===== src/rtl/tdcm_ram.sv =====
module tdcm_ram #(
   parameter int DATA_WIDTH = 8,
   parameter int DEPTH      = 256
) (
   input  logic                     clock,
   input  logic                     wr_en,
   input  logic [$clog2(DEPTH)-1:0] wr_addr,
   input  logic [DATA_WIDTH-1:0]    wr_data,
   input  logic [$clog2(DEPTH)-1:0] rd_addr,
   output logic [DATA_WIDTH-1:0]    rd_data
);

   logic [DATA_WIDTH-1:0] mem_ff [DEPTH];
   logic [DATA_WIDTH-1:0] rd_data_ff;

   // One write port, one registered read port
   always_ff @(posedge clock) begin
      if (wr_en) begin
         mem_ff[wr_addr] <= wr_data;
      end
      rd_data_ff <= mem_ff[rd_addr];
   end

   assign rd_data = rd_data_ff;

endmodule


===== config.mk =====
export PLATFORM = sky130hd
export DESIGN_NAME = tdcm_ram
export DESIGN_NICKNAME = d
export VERILOG_FILES = /design/src/rtl/tdcm_ram.sv
export SDC_FILE = /design/constraint.sdc
export NUM_CORES = 2
export LEC_CHECK = 0
export BUFFER_PORTS_ARGS = -buffer_cell sky130_fd_sc_hd__buf_2
export CAP_MARGIN = 30
export CORE_MARGIN = 1.5
export CORE_UTILIZATION = 50
export CTS_BUF_LIST = sky130_fd_sc_hd__clkbuf_4 sky130_fd_sc_hd__clkbuf_8 sky130_fd_sc_hd__clkbuf_16
export DETAILED_ROUTE_END_ITERATION = 7
export PLACE_DENSITY = 0.67
export SLEW_MARGIN = 10
export SYNTH_ARGS = -nofsm -noshare
export SYNTH_HDL_FRONTEND = slang
export SYNTH_SLANG_ARGS = --single-unit

===== constraint.sdc =====
create_clock -name clock -period 2.35 [get_ports clock]
set_clock_uncertainty 0.1 [all_clocks]
set_input_delay 0.47 -clock clock [delete_from_list [all_inputs] [get_ports clock]]
set_output_delay 0.47 -clock clock [all_outputs]
set_load 0.05 [all_outputs]

Word level (Yosys, flattened, before mapping)

Memories as Yosys holds them, arrays and structs flattened. A register that Yosys moved wholly into a read port is not among the register bits.
Cells that the tools add are included.
Widths: inputs -> output; s select.

Memories: 1
RAM bits: 2048
Logic and storage cells: 3
Output and inout port bits: 8
Flip-flop bits (word level): 0

Memory list:

| memory | depth | width | rd ports | clocked after Yosys merged registers in | write ports | line | text |
|---|---|---|---|---|---|---|---|
| mem_ff | 256   | 8     | 1        | 1                                       | 1           | 13   | `logic [DATA_WIDTH-1:0] mem_ff [DEPTH];` |

Mux-type cells: 2

Operator list:

| operator | number |
|---|---|
| $mux 1   | 2 |

Depth between registers and ports, before layout

Word-level depth: 2
Mapped depth: 11

Least setup slack after synthesis

OpenSTA, ideal clock, no wires.

Kind: input -> register
Start: input port rd_addr[0]
End: register rd_data_ff[2], in the netlist rd_data[2] (read register of mem_ff)
Library setup time: 131 ps
Cell stages on the path: 9
Arrival time: 2277 ps
Slack: -158 ps
Cell sequence: buf_6 buf_12 buf_8 buf_2 mux4_2 a22oi_1 a21oi_1 nor4_1 nor4_2

RTL lines:

| what               | line | text |
|---|---|---|
| start: declaration | 9    | `input logic [$clog2(DEPTH)-1:0] rd_addr,` |
| end: declaration   | 14   | `logic [DATA_WIDTH-1:0] rd_data_ff;` |

==> out/qor_table.md <==
| Parameter | Value | Unit |
|---|---|---|
| Area taken by multi-input logic gates | 16900 | µm² |
| Number of antenna violations at the first check in global routing | 10 | - |
| Compound-Gate Fraction of Synth Area | 3.42 | % |
| Multiplexer share of the synthesized area | 14.6 | % |
| Die boundary height | 402 | µm |
| Commonest non-fill, non-tap cell in the layout | edfxtp_1 | - |
| Via count normalized by instance count | 6.13 | - |
| Largest fanout of any net on the critical path | 1 | - |
| Detailed-placement wirelength estimate | 130000 | µm |
| Nets in the synthesized netlist | 3759 | - |
| Remaining global-route overflow | 0 | - |
| Simple logic cell fraction of the synthesized area | 2.63 | % |
| Initial core utilization | 50.3 | % |
| Min Clock Period, post-route | 2390 | ps |
| Total track usage | 24.6 | % |
| Path class of the lowest-slack min-delay path | in -> reg | - |
| Combined area of all synthesized cells | 79600 | µm² |
| Total Neg Setup Slack | -65.8 | ps |
| Number of fill cells in the layout | 11000 | - |
| Setup slack at placement | -1020 | ps |
| Number of flops mapped to enable cells by yosys | 2048 | - |
| Number of instances on the worst hold path | 2 | - |
| Number of global-route vias before repair | 41200 | - |
| Number of DRC markers in iteration 0 | 4889 | - |
| Final setup violation count | 2 | - |
| Clock root buffer master | clkbuf_16 | - |
| First-pass DRT Iterations | 6 | - |
| Result of the run | finished, violations left | - |
| Failing checks | negative setup slack | - |
| Count of input and output buffers | 33 | - |
| Die width | 402 | µm |
| Detailed Route WL | 198000 | µm |
| Share of final-layout standard cells stronger than drive strength 1 | 34.9 | % |
| Main combinational cell family by area after synthesis | multiplexers | - |
| HP Start | wr_data[4] | - |
| RSZ-0062 raised after global routing | yes | - |
| Unique cell type count in the Yosys netlist | 55 | - |
| Pins Over Slew Limit | 0 | - |
| Area share of fa/ha/maj cells after synthesis | 0 | % |
| # Post-CTS Setup Buffers | 0 | - |
| Number of rows in the core area | 146 | - |
| Final number of hold-violating endpoints | 0 | - |
| Transition at the pin with the smallest max-transition slack | 723 | ps |
| Post-route cell area | 94900 | µm² |
| Largest net degree at the start of global routing | 86 | - |
| Antenna-violating nets left | 0 | - |
| Clock Latency Late Sink | 870 | ps |
| Register area | 61700 | µm² |
| Clock sink total | 2056 | - |
| Clock tree from TritonCTS | built | - |
| Inserted Clock Buffers | 199 | - |
| Share of synthesized registers carrying an async set or reset | 0 | % |
| Placeable core region | 158000 | µm² |
| Prevailing post-synth register cell | edfxtp_1 | - |
| Peak supply drop | 0.000912 | V |
| Area after DPL | 88100 | µm² |
| XOR/XNOR Fraction of Synth Area | 0 | % |
| Sequential cell area fraction in the yosys report | 77.5 | % |
| Setup CP Type | reg -> reg | - |
| CTS max path bufs | 3 | - |
| Final worst setup slack | -39.1 | ps |
| Syn. warnings | 0 | - |
| Hold worst-path end | mem_ff[91][4] | - |
| Overall power of the completed layout | 76400 | µW |
| Commonest non-fill, non-tap cells in the layout | edfxtp_1, buf_4, mux4_2 | - |
| Total power divided by cell area | 804 | nW/µm² |
| Number of nets in the finished design | 4528 | - |
| Maximum Capacitance Violations | 0 | - |
| Final weighted congestion of routability-driven global placement | 0.896 | - |
| FF-to-FF setup slack | -40 | ps |
| Die Outline Area | 162000 | µm² |
| Per-cell routed wire length | 29.4 | µm |
| Launching point of the worst reg2reg path | mem_ff[211][5] | - |
| Post-Syn Area per Cell | 21.3 | µm² |
| Syn Inst Count | 3733 | - |
| Worst reg2reg endpoint | rd_data[5] | - |
| Number of I/O pins | 34 | - |
| Critical path required time | 2960 | ps |
| Number of cells on the worst reg-to-reg path | 7 | - |
| Seq cells post-synth | 2056 | - |
| Clock transition time at the flip-flop clock pins of the worst setup and hold paths | 60 | ps |
| Critical path capture point type | register | - |
| Number of H-tree levels | 4 | - |
| Wire length of the first global-routing pass | 287000 | µm |
| Final critical-path share of the clock period | 102 | % |
| Static leakage power | 0.0310 | µW |
| Worst-case headroom to the max-slew limit | 51.7 | % |
| Number of DRC violations after detailed routing | 0 | - |
| Total via count in the routed design | 41300 | - |
| Achievable clock frequency | 0.419 | GHz |
| Kind of launch point of the worst setup path | register | - |
| Area delta synth->final | 19.3 | % |
| Arrival time of the worst setup path | 3000 | ps |
## worst max-delay path by stage
stage,end,startpoint,cells after the start,slack [ps]
floorplan,rd_data[0],rd_addr[0],9,-40
global placement,rd_data[0],rd_addr[0],11,-1350
detailed placement,rd_data[5],rd_addr[0],12,-1020
CTS,rd_data[5],mem_ff[211][5],7,-70
global route,rd_data[0],mem_ff[80][0],6,-80
finish,rd_data[5],mem_ff[211][5],7,-40
## per-layer routing
layer  global-route usage, %  up-vias  wire, µm
met1                    35.3    21700     78900
met3                    5.01      309     19100
met5                       0        -        39
met4                    7.71        8      5460
met2                    38.5     2092     94600
li1                        -    17200         -
## state kept, by name (all words and copies together), names as in the netlist
signal,cells
mem_ff,2048
rd_data,8
## stage by stage
step / hold slack (ps) / utilization, % / cells
after floorplan: 469 / - / 3733
after global placement: 795 / 55.7 / 6368
after detailed placement: 797 / 55.7 / 6369
after CTS: 3.13 / 59.9 / 6734
after global routing: 38.5 / 60.0 / 6732
final: 33.8 / 60.0 / 6737
## cells by family (layout without fill, tap and decap cells)
logic type	count (synthesis)	in the layout
DFF	2056	2056
muxes	591	591
and+or+nand+nor	466	466
AOI/OAI and AO/OA	385	385
buffers and inverters	235	1162
other	0	5
## critical path, cell delays in order (launching register included)
cell      delay, ps
edfxtp_1        380
mux4_2          490
a22o_4          270
a221oi_2        170
buf_4           160
o32ai_2          90
nor3_2          510
nor4_2           80
## cell type report
cell class	count	share of cell area (%)
diodes	5	0.0132
clock inverters	118	1.22
multi-input cells	1442	17.8
well taps	2072	2.73
inverters	2	0.00791
clock buffers	241	5.61
repair buffers	801	7.71
flip-flops and latches	2056	65.0
## report_power, final
group,switching [µW],internal (µW)
clock,13600,17700
combinational,2650,1850
sequential,101,40400
## synthesized netlist by cell type, types with 22 or more instances
cell / instances / area [µm²]
nor4_1: 24 / 150
nor2_1: 282 / 1060
mux2i_1: 134 / 1340
mux4_2: 454 / 10200
o22ai_1: 28 / 175
nand3_1: 34 / 170
nor3_1: 22 / 110
edfxtp_1: 2048 / 61500
nand2_1: 33 / 124
buf_1: 22 / 82.6
a21oi_1: 96 / 480
buf_4: 27 / 203
o221ai_1: 46 / 403
nor2b_1: 31 / 194
clkbuf_1: 111 / 417
buf_2: 31 / 155
a22oi_1: 133 / 998
## what timing repair did
item / in CTS / in global routing
pin swaps: 4 / 20
resized for setup: 20 / 41
hold buffers: 6 / 0
hold endpoints to repair: 251 / 0
setup endpoints to repair: 12 / 9
gates cloned: 0 / 0
No activity file was read; power rests on OpenSTA's default activity.
