File: config.mk
export PLATFORM = sky130hd
export DESIGN_NAME = tdcm_ctrl
export DESIGN_NICKNAME = d
export VERILOG_FILES = /design/src/rtl/tdcm_pkg.sv /design/src/rtl/tdcm_ctrl.sv
export SDC_FILE = /design/constraint.sdc
export NUM_CORES = 1
export LEC_CHECK = 0
export BUFFER_PORTS_ARGS = -buffer_cell sky130_fd_sc_hd__buf_2
export CAP_MARGIN = 5
export CORE_AREA = 2 2 202 204
export CTS_CLUSTER_DIAMETER = 80
export DETAILED_ROUTE_END_ITERATION = 10
export DIE_AREA = 0 0 204 206
export PLACE_DENSITY = 0.58
export SLEW_MARGIN = 15
export SYNTH_ARGS = -nofsm -noshare
export SYNTH_HDL_FRONTEND = slang
export SYNTH_SLANG_ARGS = --single-unit
File: constraint.sdc
create_clock -name clock -period 6.39 [get_ports clock]
set_clock_uncertainty 0.1 [all_clocks]
set_input_delay 0.639 -clock clock [delete_from_list [all_inputs] [get_ports clock]]
set_output_delay 0.639 -clock clock [all_outputs]
set_load 0.02 [all_outputs]
File: src/rtl/tdcm_pkg.sv
package tdcm_pkg;

   // Ring geometry
   localparam int RING_DEPTH = 256;
   localparam int SLOT_WIDTH = 8;
   localparam logic [8:0] SIZE_LIMIT = (RING_DEPTH < 256) ? 9'(RING_DEPTH) : 9'd256;
   localparam logic [8:0] SIZE_FLOOR = 9'd4;

   // Function codes of a request word
   localparam logic [1:0] FUNC_START = 2'd0;
   localparam logic [1:0] FUNC_FRAG  = 2'd1;
   localparam logic [1:0] FUNC_USED  = 2'd2;

   // Result kinds
   localparam logic [1:0] KIND_DESC     = 2'd0;
   localparam logic [1:0] KIND_REFUSED  = 2'd1;
   localparam logic [1:0] KIND_RETURNED = 2'd2;
   localparam logic [1:0] KIND_ERROR    = 2'd3;

   // Register indexes
   localparam logic [1:0] CSR_RING_SIZE   = 2'd0;
   localparam logic [1:0] CSR_HEADER_ADDR = 2'd1;
   localparam logic [1:0] CSR_HEADER_LEN  = 2'd2;

   // Reset values of the registers
   localparam logic [8:0]  RING_SIZE_RST  = SIZE_LIMIT;
   localparam logic [15:0] HEADER_LEN_RST = 16'd10;

   typedef struct packed {
      logic [1:0]  func;
      logic [7:0]  chain_frags;
      logic [31:0] cookie_tag;
      logic [63:0] frag_addr;
      logic [31:0] frag_len;
      logic [7:0]  used_id;
   } req_word_type;

   typedef struct packed {
      logic [1:0]  result_kind;
      logic [7:0]  desc_index;
      logic [63:0] desc_addr;
      logic [31:0] desc_len;
      logic        desc_has_next;
      logic [7:0]  desc_next;
      logic        avail_valid;
      logic [7:0]  avail_slot;
      logic [7:0]  avail_head;
      logic [15:0] avail_index_new;
      logic        notify;
      logic [31:0] returned_cookie;
   } rsp_word_type;

   // Live configuration plus the pointer reinit request
   typedef struct packed {
      logic [8:0]  ring_size;
      logic [63:0] header_addr;
      logic [15:0] header_len;
      logic        reinit;
      logic [8:0]  reinit_size;
   } cfg_type;

   // Per-chain bookkeeping kept in the slot table
   typedef struct packed {
      logic [31:0] cookie;
      logic [7:0]  chain_len;
   } slot_entry_type;

   localparam int ENTRY_WIDTH = $bits(slot_entry_type);

   typedef struct packed {
      logic                  en;
      logic [SLOT_WIDTH-1:0] addr;
      slot_entry_type        data;
   } slot_wr_type;

   // a + b with one compare-and-subtract against the ring size
   function automatic logic [SLOT_WIDTH-1:0] wrap_add(input logic [SLOT_WIDTH-1:0] a,
                                                      input logic [8:0] b,
                                                      input logic [8:0] size);
      logic [9:0] sum;
      logic [9:0] red;
      sum = {2'b00, a} + {1'b0, b};
      red = sum - {1'b0, size};
      return (sum >= {1'b0, size}) ? red[SLOT_WIDTH-1:0] : sum[SLOT_WIDTH-1:0];
   endfunction

   // Saturate a written ring size into the legal range
   function automatic logic [8:0] clamp_size(input logic [8:0] v);
      logic [8:0] r;
      r = v;
      if (v < SIZE_FLOOR) begin
         r = SIZE_FLOOR;
      end
      if (v > SIZE_LIMIT) begin
         r = SIZE_LIMIT;
      end
      return r;
   endfunction

endpackage

File: src/rtl/tdcm_ctrl.sv
module tdcm_ctrl
   import tdcm_pkg::*;
(
   input  logic                  clock,
   input  logic                  reset,
   input  logic                  fire,
   input  req_word_type          word,
   input  cfg_type               cfg,
   input  slot_entry_type        head_entry,
   output logic [SLOT_WIDTH-1:0] head_slot_in,
   output slot_wr_type           slot_wr,
   output rsp_word_type          rsp
);

   logic [7:0]  tail_slot_ff,  tail_slot_in;
   logic [7:0]  head_slot_ff;
   logic [7:0]  free_count_ff, free_count_in;
   logic [15:0] avail_count_ff, avail_count_in;
   logic [7:0]  avail_pos_ff,  avail_pos_in;
   logic        packet_open_ff, packet_open_in;
   logic [7:0]  frags_left_ff, frags_left_in;
   logic [7:0]  write_pos_ff,  write_pos_in;
   logic [7:0]  head_next;

   logic [8:0]  frags_p1;
   logic [8:0]  used;
   logic [8:0]  freed_sum;
   logic [8:0]  free_limit;
   logic [7:0]  wp_next;
   logic        last;
   logic [15:0] avail_bump;

   assign frags_p1   = {1'b0, word.chain_frags} + 9'd1;
   assign used       = {1'b0, head_entry.chain_len} + 9'd1;
   assign freed_sum  = {1'b0, free_count_ff} + used;
   assign free_limit = cfg.ring_size - 9'd2;
   assign wp_next    = wrap_add(write_pos_ff, 9'd1, cfg.ring_size);
   assign last       = (frags_left_ff <= 8'd1);
   assign avail_bump = avail_count_ff + 16'd1;

   // Decode one word: result, table write and next pointers
   always_comb begin
      rsp             = '0;
      rsp.result_kind = KIND_ERROR;
      slot_wr         = '0;
      tail_slot_in    = tail_slot_ff;
      head_next       = head_slot_ff;
      free_count_in   = free_count_ff;
      avail_count_in  = avail_count_ff;
      avail_pos_in    = avail_pos_ff;
      packet_open_in  = packet_open_ff;
      frags_left_in   = frags_left_ff;
      write_pos_in    = write_pos_ff;
      unique case (word.func)
         FUNC_START: begin
            if (!packet_open_ff && (word.chain_frags != 8'd0)) begin
               if ({1'b0, free_count_ff} < frags_p1) begin
                  rsp.result_kind = KIND_REFUSED;
               end else begin
                  rsp.result_kind   = KIND_DESC;
                  rsp.desc_index    = tail_slot_ff;
                  rsp.desc_addr     = cfg.header_addr;
                  rsp.desc_len      = {16'd0, cfg.header_len};
                  rsp.desc_has_next = 1'b1;
                  rsp.desc_next     = wrap_add(tail_slot_ff, 9'd1, cfg.ring_size);
                  slot_wr.en             = fire;
                  slot_wr.addr           = tail_slot_ff;
                  slot_wr.data.cookie    = word.cookie_tag;
                  slot_wr.data.chain_len = word.chain_frags;
                  free_count_in  = free_count_ff - frags_p1[7:0];
                  frags_left_in  = word.chain_frags;
                  write_pos_in   = wrap_add(tail_slot_ff, 9'd1, cfg.ring_size);
                  packet_open_in = 1'b1;
               end
            end
         end
         FUNC_FRAG: begin
            if (packet_open_ff) begin
               rsp.result_kind   = KIND_DESC;
               rsp.desc_index    = write_pos_ff;
               rsp.desc_addr     = word.frag_addr;
               rsp.desc_len      = word.frag_len;
               rsp.desc_has_next = !last;
               rsp.desc_next     = wp_next;
               write_pos_in      = wp_next;
               frags_left_in     = (frags_left_ff != 8'd0) ? frags_left_ff - 8'd1 : 8'd0;
               // last fragment publishes the chain and rings the doorbell
               if (last) begin
                  rsp.avail_valid     = 1'b1;
                  rsp.avail_slot      = avail_pos_ff;
                  rsp.avail_head      = tail_slot_ff;
                  rsp.avail_index_new = avail_bump;
                  rsp.notify          = 1'b1;
                  avail_count_in      = avail_bump;
                  avail_pos_in        = wrap_add(avail_pos_ff, 9'd1, cfg.ring_size);
                  tail_slot_in        = wp_next;
                  packet_open_in      = 1'b0;
                  frags_left_in       = 8'd0;
               end
            end
         end
         FUNC_USED: begin
            if (!packet_open_ff && (word.used_id == head_slot_ff) &&
                (freed_sum <= free_limit)) begin
               rsp.result_kind     = KIND_RETURNED;
               rsp.returned_cookie = head_entry.cookie;
               free_count_in       = freed_sum[7:0];
               head_next           = wrap_add(head_slot_ff, used, cfg.ring_size);
            end
         end
         default: begin
            rsp.result_kind = KIND_ERROR;
         end
      endcase
   end

   // Next head drives the table read so the entry is ready for the next word
   always_comb begin
      head_slot_in = head_slot_ff;
      if (cfg.reinit) begin
         head_slot_in = 8'd0;
      end else if (fire) begin
         head_slot_in = head_next;
      end
   end

   // Ring pointers
   always_ff @(posedge clock) begin
      if (reset) begin
         tail_slot_ff   <= 8'd0;
         head_slot_ff   <= 8'd0;
         free_count_ff  <= 8'(RING_SIZE_RST - 9'd2);
         avail_count_ff <= 16'd0;
         avail_pos_ff   <= 8'd0;
         packet_open_ff <= 1'b0;
         frags_left_ff  <= 8'd0;
         write_pos_ff   <= 8'd0;
      end else if (cfg.reinit) begin
         tail_slot_ff   <= 8'd0;
         head_slot_ff   <= 8'd0;
         free_count_ff  <= 8'(cfg.reinit_size - 9'd2);
         avail_count_ff <= 16'd0;
         avail_pos_ff   <= 8'd0;
         packet_open_ff <= 1'b0;
         frags_left_ff  <= 8'd0;
         write_pos_ff   <= 8'd0;
      end else if (fire) begin
         tail_slot_ff   <= tail_slot_in;
         head_slot_ff   <= head_next;
         free_count_ff  <= free_count_in;
         avail_count_ff <= avail_count_in;
         avail_pos_ff   <= avail_pos_in;
         packet_open_ff <= packet_open_in;
         frags_left_ff  <= frags_left_in;
         write_pos_ff   <= write_pos_in;
      end
   end

endmodule

## Word-level counts from Yosys, hierarchy flattened

Index checks and enable logic that the tools add are counted.

| word-level totals | value |
|---|---|
| input bits | 288 |
| output and inout port bits | 238 |
| bits in registers | 65 |

| operators by class | value |
|---|---|
| order comparisons | 7 |
| multiplexer cells | 43 |
| reduce and logical (&&, ||, !) cells | 16 |
| eq/ne operators | 9 |
| add/sub/neg operators | 16 |

Operators by type and width:

| kind | number |
|---|---|
| one-hot mux 113 bit (2 select lines) | 1 |
| two-way mux 8 bit | 21 |
| two-way mux 149 bit | 1 |
| two-way mux 49 bit | 3 |
| two-way mux 115 bit | 1 |
| two-way mux 113 bit | 1 |
| two-way mux 34 bit | 2 |
| two-way mux 32 bit | 2 |
| one-hot mux 8 bit (2 select lines) | 3 |
| adder 8 x 1 -> 9 bit (second input constant) | 5 |
| subtractor 8 bit | 5 |
| greater-or-equal comparator 9 bit | 3 |
| adder 16 x 1 -> 16 bit (second input constant) | 1 |
| nonzero test 8 bit | 2 |
| adder 8 x 9 -> 10 bit | 1 |
| greater-or-equal comparator 10 x 9 -> 1 bit | 1 |
| AND reduction 5 bit | 2 |
| adder 8 x 9 -> 9 bit | 1 |
| <= comparator 9 bit | 1 |
| < comparator 8 x 9 -> 1 bit | 1 |
| inequality test 3 bit (second input constant) | 3 |
| subtractor 9 x 2 -> 9 bit (second input constant) | 1 |
| equality test 8 bit | 1 |
| <= comparator 8 x 1 -> 1 bit (second input constant) | 1 |
| other kinds (15) | 27 |

## Logic depth before layout (Yosys ltp)

| logic depth | value |
|---|---|
| word-level depth | 8 |
| gate-level depth with buffers | 19 |
| mapped depth without buffers | 18 |

## Least setup slack after synthesis

No wires, ideal clock.

| timing | value |
|---|---|
| path type | input to output |
| start | in head_entry[0] in the netlist's numbering |
| end | out head_slot_in[3] |
| arrival time | 4.089 ns |
| required time | 5.651 ns |
| slack | 1.562 ns |
| stages on the path | 16 |
| path through | ha_1 > nand3_1 > xnor2_1 > ha_1 > nand3_1 > o211ai_1 > o41ai_1 > xnor2_1 > ha_1 > nand2_1 > nor3_1 > a221oi_1 > o211ai_2 > nor2b_1 > a211oi_1 > nor3_1 |

| on the way | value |
|---|---|
| longest elaborated chain between the ends | 8 |

Ends and longest elaborated chain:

| item | line | RTL |
|---|---|---|
| start: declaration | tdcm_ctrl.sv:9 | `input slot_entry_type head_entry,` |
| adder 8 x 1 -> 9 bit * | tdcm_ctrl.sv:34 | `assign used = {1'b0, head_entry.chain_len} + 9'd1;` |
| adder 8 x 9 -> 10 bit / adder 8 x 9 -> 9 bit (equally long branches) | tdcm_pkg.sv:82, tdcm_ctrl.sv:35 |  |
| subtractor 8 bit (tied with other cells) | tdcm_pkg.sv:83 | `red = sum - {1'b0, size};` |
| two-way mux 8 bit / logical AND 1 bit (equally long branches) | tdcm_pkg.sv:84, tdcm_ctrl.sv:103 |  |
| two-way mux 8 bit * | tdcm_ctrl.sv:103 | `if (!packet_open_ff && (word.used_id == head_slot_ff) &&` |
| two-way mux 8 bit * | tdcm_ctrl.sv:54 | `unique case (word.func)` |
| two-way mux 8 bit * (2 in series) | -- |  |
| end: declaration | tdcm_ctrl.sv:10 | `output logic [SLOT_WIDTH-1:0] head_slot_in,` |

Mark *: on every way between the ends. The rest lies on a longest branch, timed or not.

## Final worst setup path

| timing | value |
|---|---|
| start | in head_entry[0] in the netlist's numbering |
| end | out head_slot_in[4] |

Same word-level chain as after synthesis.

==> results.md <==
- Final #Nets: 2033
- Seq pwr share: 0.264
- Period utilisation layout: 0.870
- DRT antenna net count: 0
- Clock Tree Root: clkbuf_16
- Final hold violation count: 0
- DRC errors left: 0
- Worst EP arrival: 4820 ps
- Status: complete, no violations
- TritonCTS buffer count: 9
- Cell row count: 74
- Post-synthesis sequential area ratio: 0.146
- Ys async rst share: 0
- Vias: 11383
- Area leader, netlist: dfxtp_1
- VDD IR max: 0.000130 V
- Wire per inst: 23.5 um
- R2R Path Start: head_slot_ff[0]$_SDFF_PP0_
- Top post-synthesis cells by area: dfxtp_1 15%, ha_1 11%, a22o_1 8.0%
- Die Width: 204 um
- Drt initial violations: 978
- Global route hottest layer: met2
- First-pass GRT wire length: 70400 um
- Reg clk slew, reported paths: 60 ps
- Max transition margin: 0.231
- Setup ws final: 833 ps
- NetSw: 0.615 mW
- Postcts setup bufs: 0
- Pre-CTS setup slack: 824 ps
- GRT met1 Usage: 0.301
- Part of the power in combinational logic: 0.410
- Reg2Reg Depth: 14
- Most frequent cells after synthesis: 106 x nor2_1, 82 x a22o_1, 81 x ha_1
- Met3 Usage GRT: 0.102
- Die Area: 42000 um^2
- Period minus WS final: 5560 ps
- Vias in the first global route: 10453
- Placed Cells: 2178
- Max frequency: 180 MHz
- EDFF count, synth: 0
- Routing usage on met2: 0.343
- Antenna violations before repair: 37
- Synth top area share: 0.146
- IO Pins: 526
- P_int: 0.974 mW
- Worst EP required: 5650 ps
- Sum of negative setup slack: 0 ps
- Switching share of power: 0.387
- Gate Count Post-Synth: 1179
- Final wirelength: 52200 um
- WHS Path Cells: 2
- Synthesized Nets: 1555
- GRT Residual Overflow: 0
- # port buffers: 524
- Worst-case clock buffer depth: 2
- CTS tree: done
- Crit path max fanout: 9
- DRT Pass-1 Iters: 7
- Worst Hold Slack: 379 ps
- Initial Util: 0.222
- Largest net degree at the start of global routing: 101
- Synth Area per Inst: 7.58 um^2
- Startpoint Class: input pin
- Ys flop type: dfxtp_1
- Die Y: 206 um
- Worst setup EP type: primary output
- Pwr dens: 128 nW/um^2
- Share of layout cells above drive strength 1: 0.351
- Fin. max-slew vios: 0
- Cell Area, Synth: 8940 um^2
- Clk Latency, worst-skew pair: 360 ps
- Core footprint: 40200 um^2
- Lkg Pwr: 6.32 nW
- Unrepaired setup endpoints after global routing: no
- Post-synth cell types: 77
- Slew @ Worst Pin: 1140 ps
- Synth-to-Final Area Change: 38.5%
- Final Non-Filler Cells: 2218
- Synth warnings: 0
- HPWL after DPL: 44400 um
- Clock power frac: 0.326
- Via-per-instance ratio: 5.13
- Endpoints failing setup: 0
- Crit path launch: head_entry[0]
- Routability cong.: 0.915
- CTS H-Tree Depth: 3
- Gr usage total: 0.234
- # Max-Cap Violations: 0
- Top-count cell post-synth: nor2_1
- Worst Hold Launch: avail_count_ff[1]$_SDFFE_PP0P_
- Hold Crit Class: register to register
- Clock Sinks: 65
- Setup CP Type: input pin to primary output
- Synthesis-stage register bit count: 65
- CTS resizes: 0
- # hold bufs at CTS: 0
==> cell type report <==
| type | count | area [um^2] |
|---|---|---|
| fill | 4384 | 27800 |
| multi-input combinational | 1002 | 7200 |
| timing repair buffer | 529 | 2670 |
| sequential | 65 | 1300 |
| tap | 532 | 666 |
| clock buffer | 9 | 225 |
| inverter | 50 | 188 |
| clock inverter | 7 | 71.3 |
| antenna | 24 | 60.1 |
==> state kept, by name, summed over array words and instances, names as in the netlist <==
register	cells
avail_pos_ff	8
free_count_ff	8
write_pos_ff	8
packet_open_ff	1
head_slot_ff	8
avail_count_ff	16
tail_slot_ff	8
frags_left_ff	8
==> critical path, cell delays in order <==
cell,delay (ps)
buf_2,110
ha_1,180
nand3_1,160
xnor2_1,320
ha_1,360
nand3_1,120
o211ai_1,120
o41ai_1,640
xnor2_1,190
ha_1,340
nand2_1,70
nor3_1,60
a221oi_1,400
o211ai_2,330
mux2_2,360
mux2i_1,190
nor2_1,50
buf_2,170
==> cell families after synthesis <==
kind of cell             Yosys count  share of synthesized area
flip-flops                        65                      0.146
buffers and inverters            112                     0.0519
XOR/XNOR                         108                      0.106
multiplexers                      34                     0.0396
AND/OR/NAND/NOR                  456                      0.271
AO/OA/AOI/OAI                    316                      0.256
adder cells (fa/ha/maj)           88                      0.129
==> path summary, 6_finish.rpt <==
check        slack [ps]                        endpoint
max                 830                 head_slot_in[4]
min                 380  avail_count_ff[1]$_SDFFE_PP0P_
max reg2reg        2230      head_slot_ff[4]$_SDFF_PP0_
min reg2reg         380  avail_count_ff[1]$_SDFFE_PP0P_
==> metrics by stage <==
stage / util / total power [mW] / cell area, um^2
2_1_floorplan: - / 0.811 / 8940
3_3_place_gp: 0.299 / 1.06 / 12000
3_5_place_dp: 0.299 / 1.07 / 12000
4_1_cts: 0.307 / 1.60 / 12300
5_1_grt: 0.307 / 1.68 / 12400
6_report: 0.308 / 1.59 / 12400
==> routing by layer <==
layer,wire length [um],share of wire
met1,21800,0.42
met2,22300,0.43
met3,6550,0.13
met5,286,0.0055
met4,1290,0.025
==> placed cells by master, fill, tap and decap left out, types with 34 or more instances in the layout <==
master and instances:
and3_1 55, and2_1 75, nand2_1 70, inv_1 50, xnor2_1 66, ha_1 81
a21oi_1 59, a22o_1 82, nor3_1 34, buf_2 524, o21ai_0 46, xor2_1 42
nor2_1 105, nand3_1 40, dfxtp_1 65
==> power by group through the flow <==
| stage | combinational, mW | clock, mW | sequential (mW) |
|---|---|---|---|
| after CTS | 0.647 | 0.529 | 0.419 |
| after global routing | 0.711 | 0.547 | 0.420 |
| final | 0.651 | 0.518 | 0.420 |
| after global placement | 0.635 | 0 | 0.428 |
| after floorplan | 0.387 | 0 | 0.425 |
| after detailed placement | 0.645 | 0 | 0.428 |
Note: power is estimated with default switching activity, not from simulation.
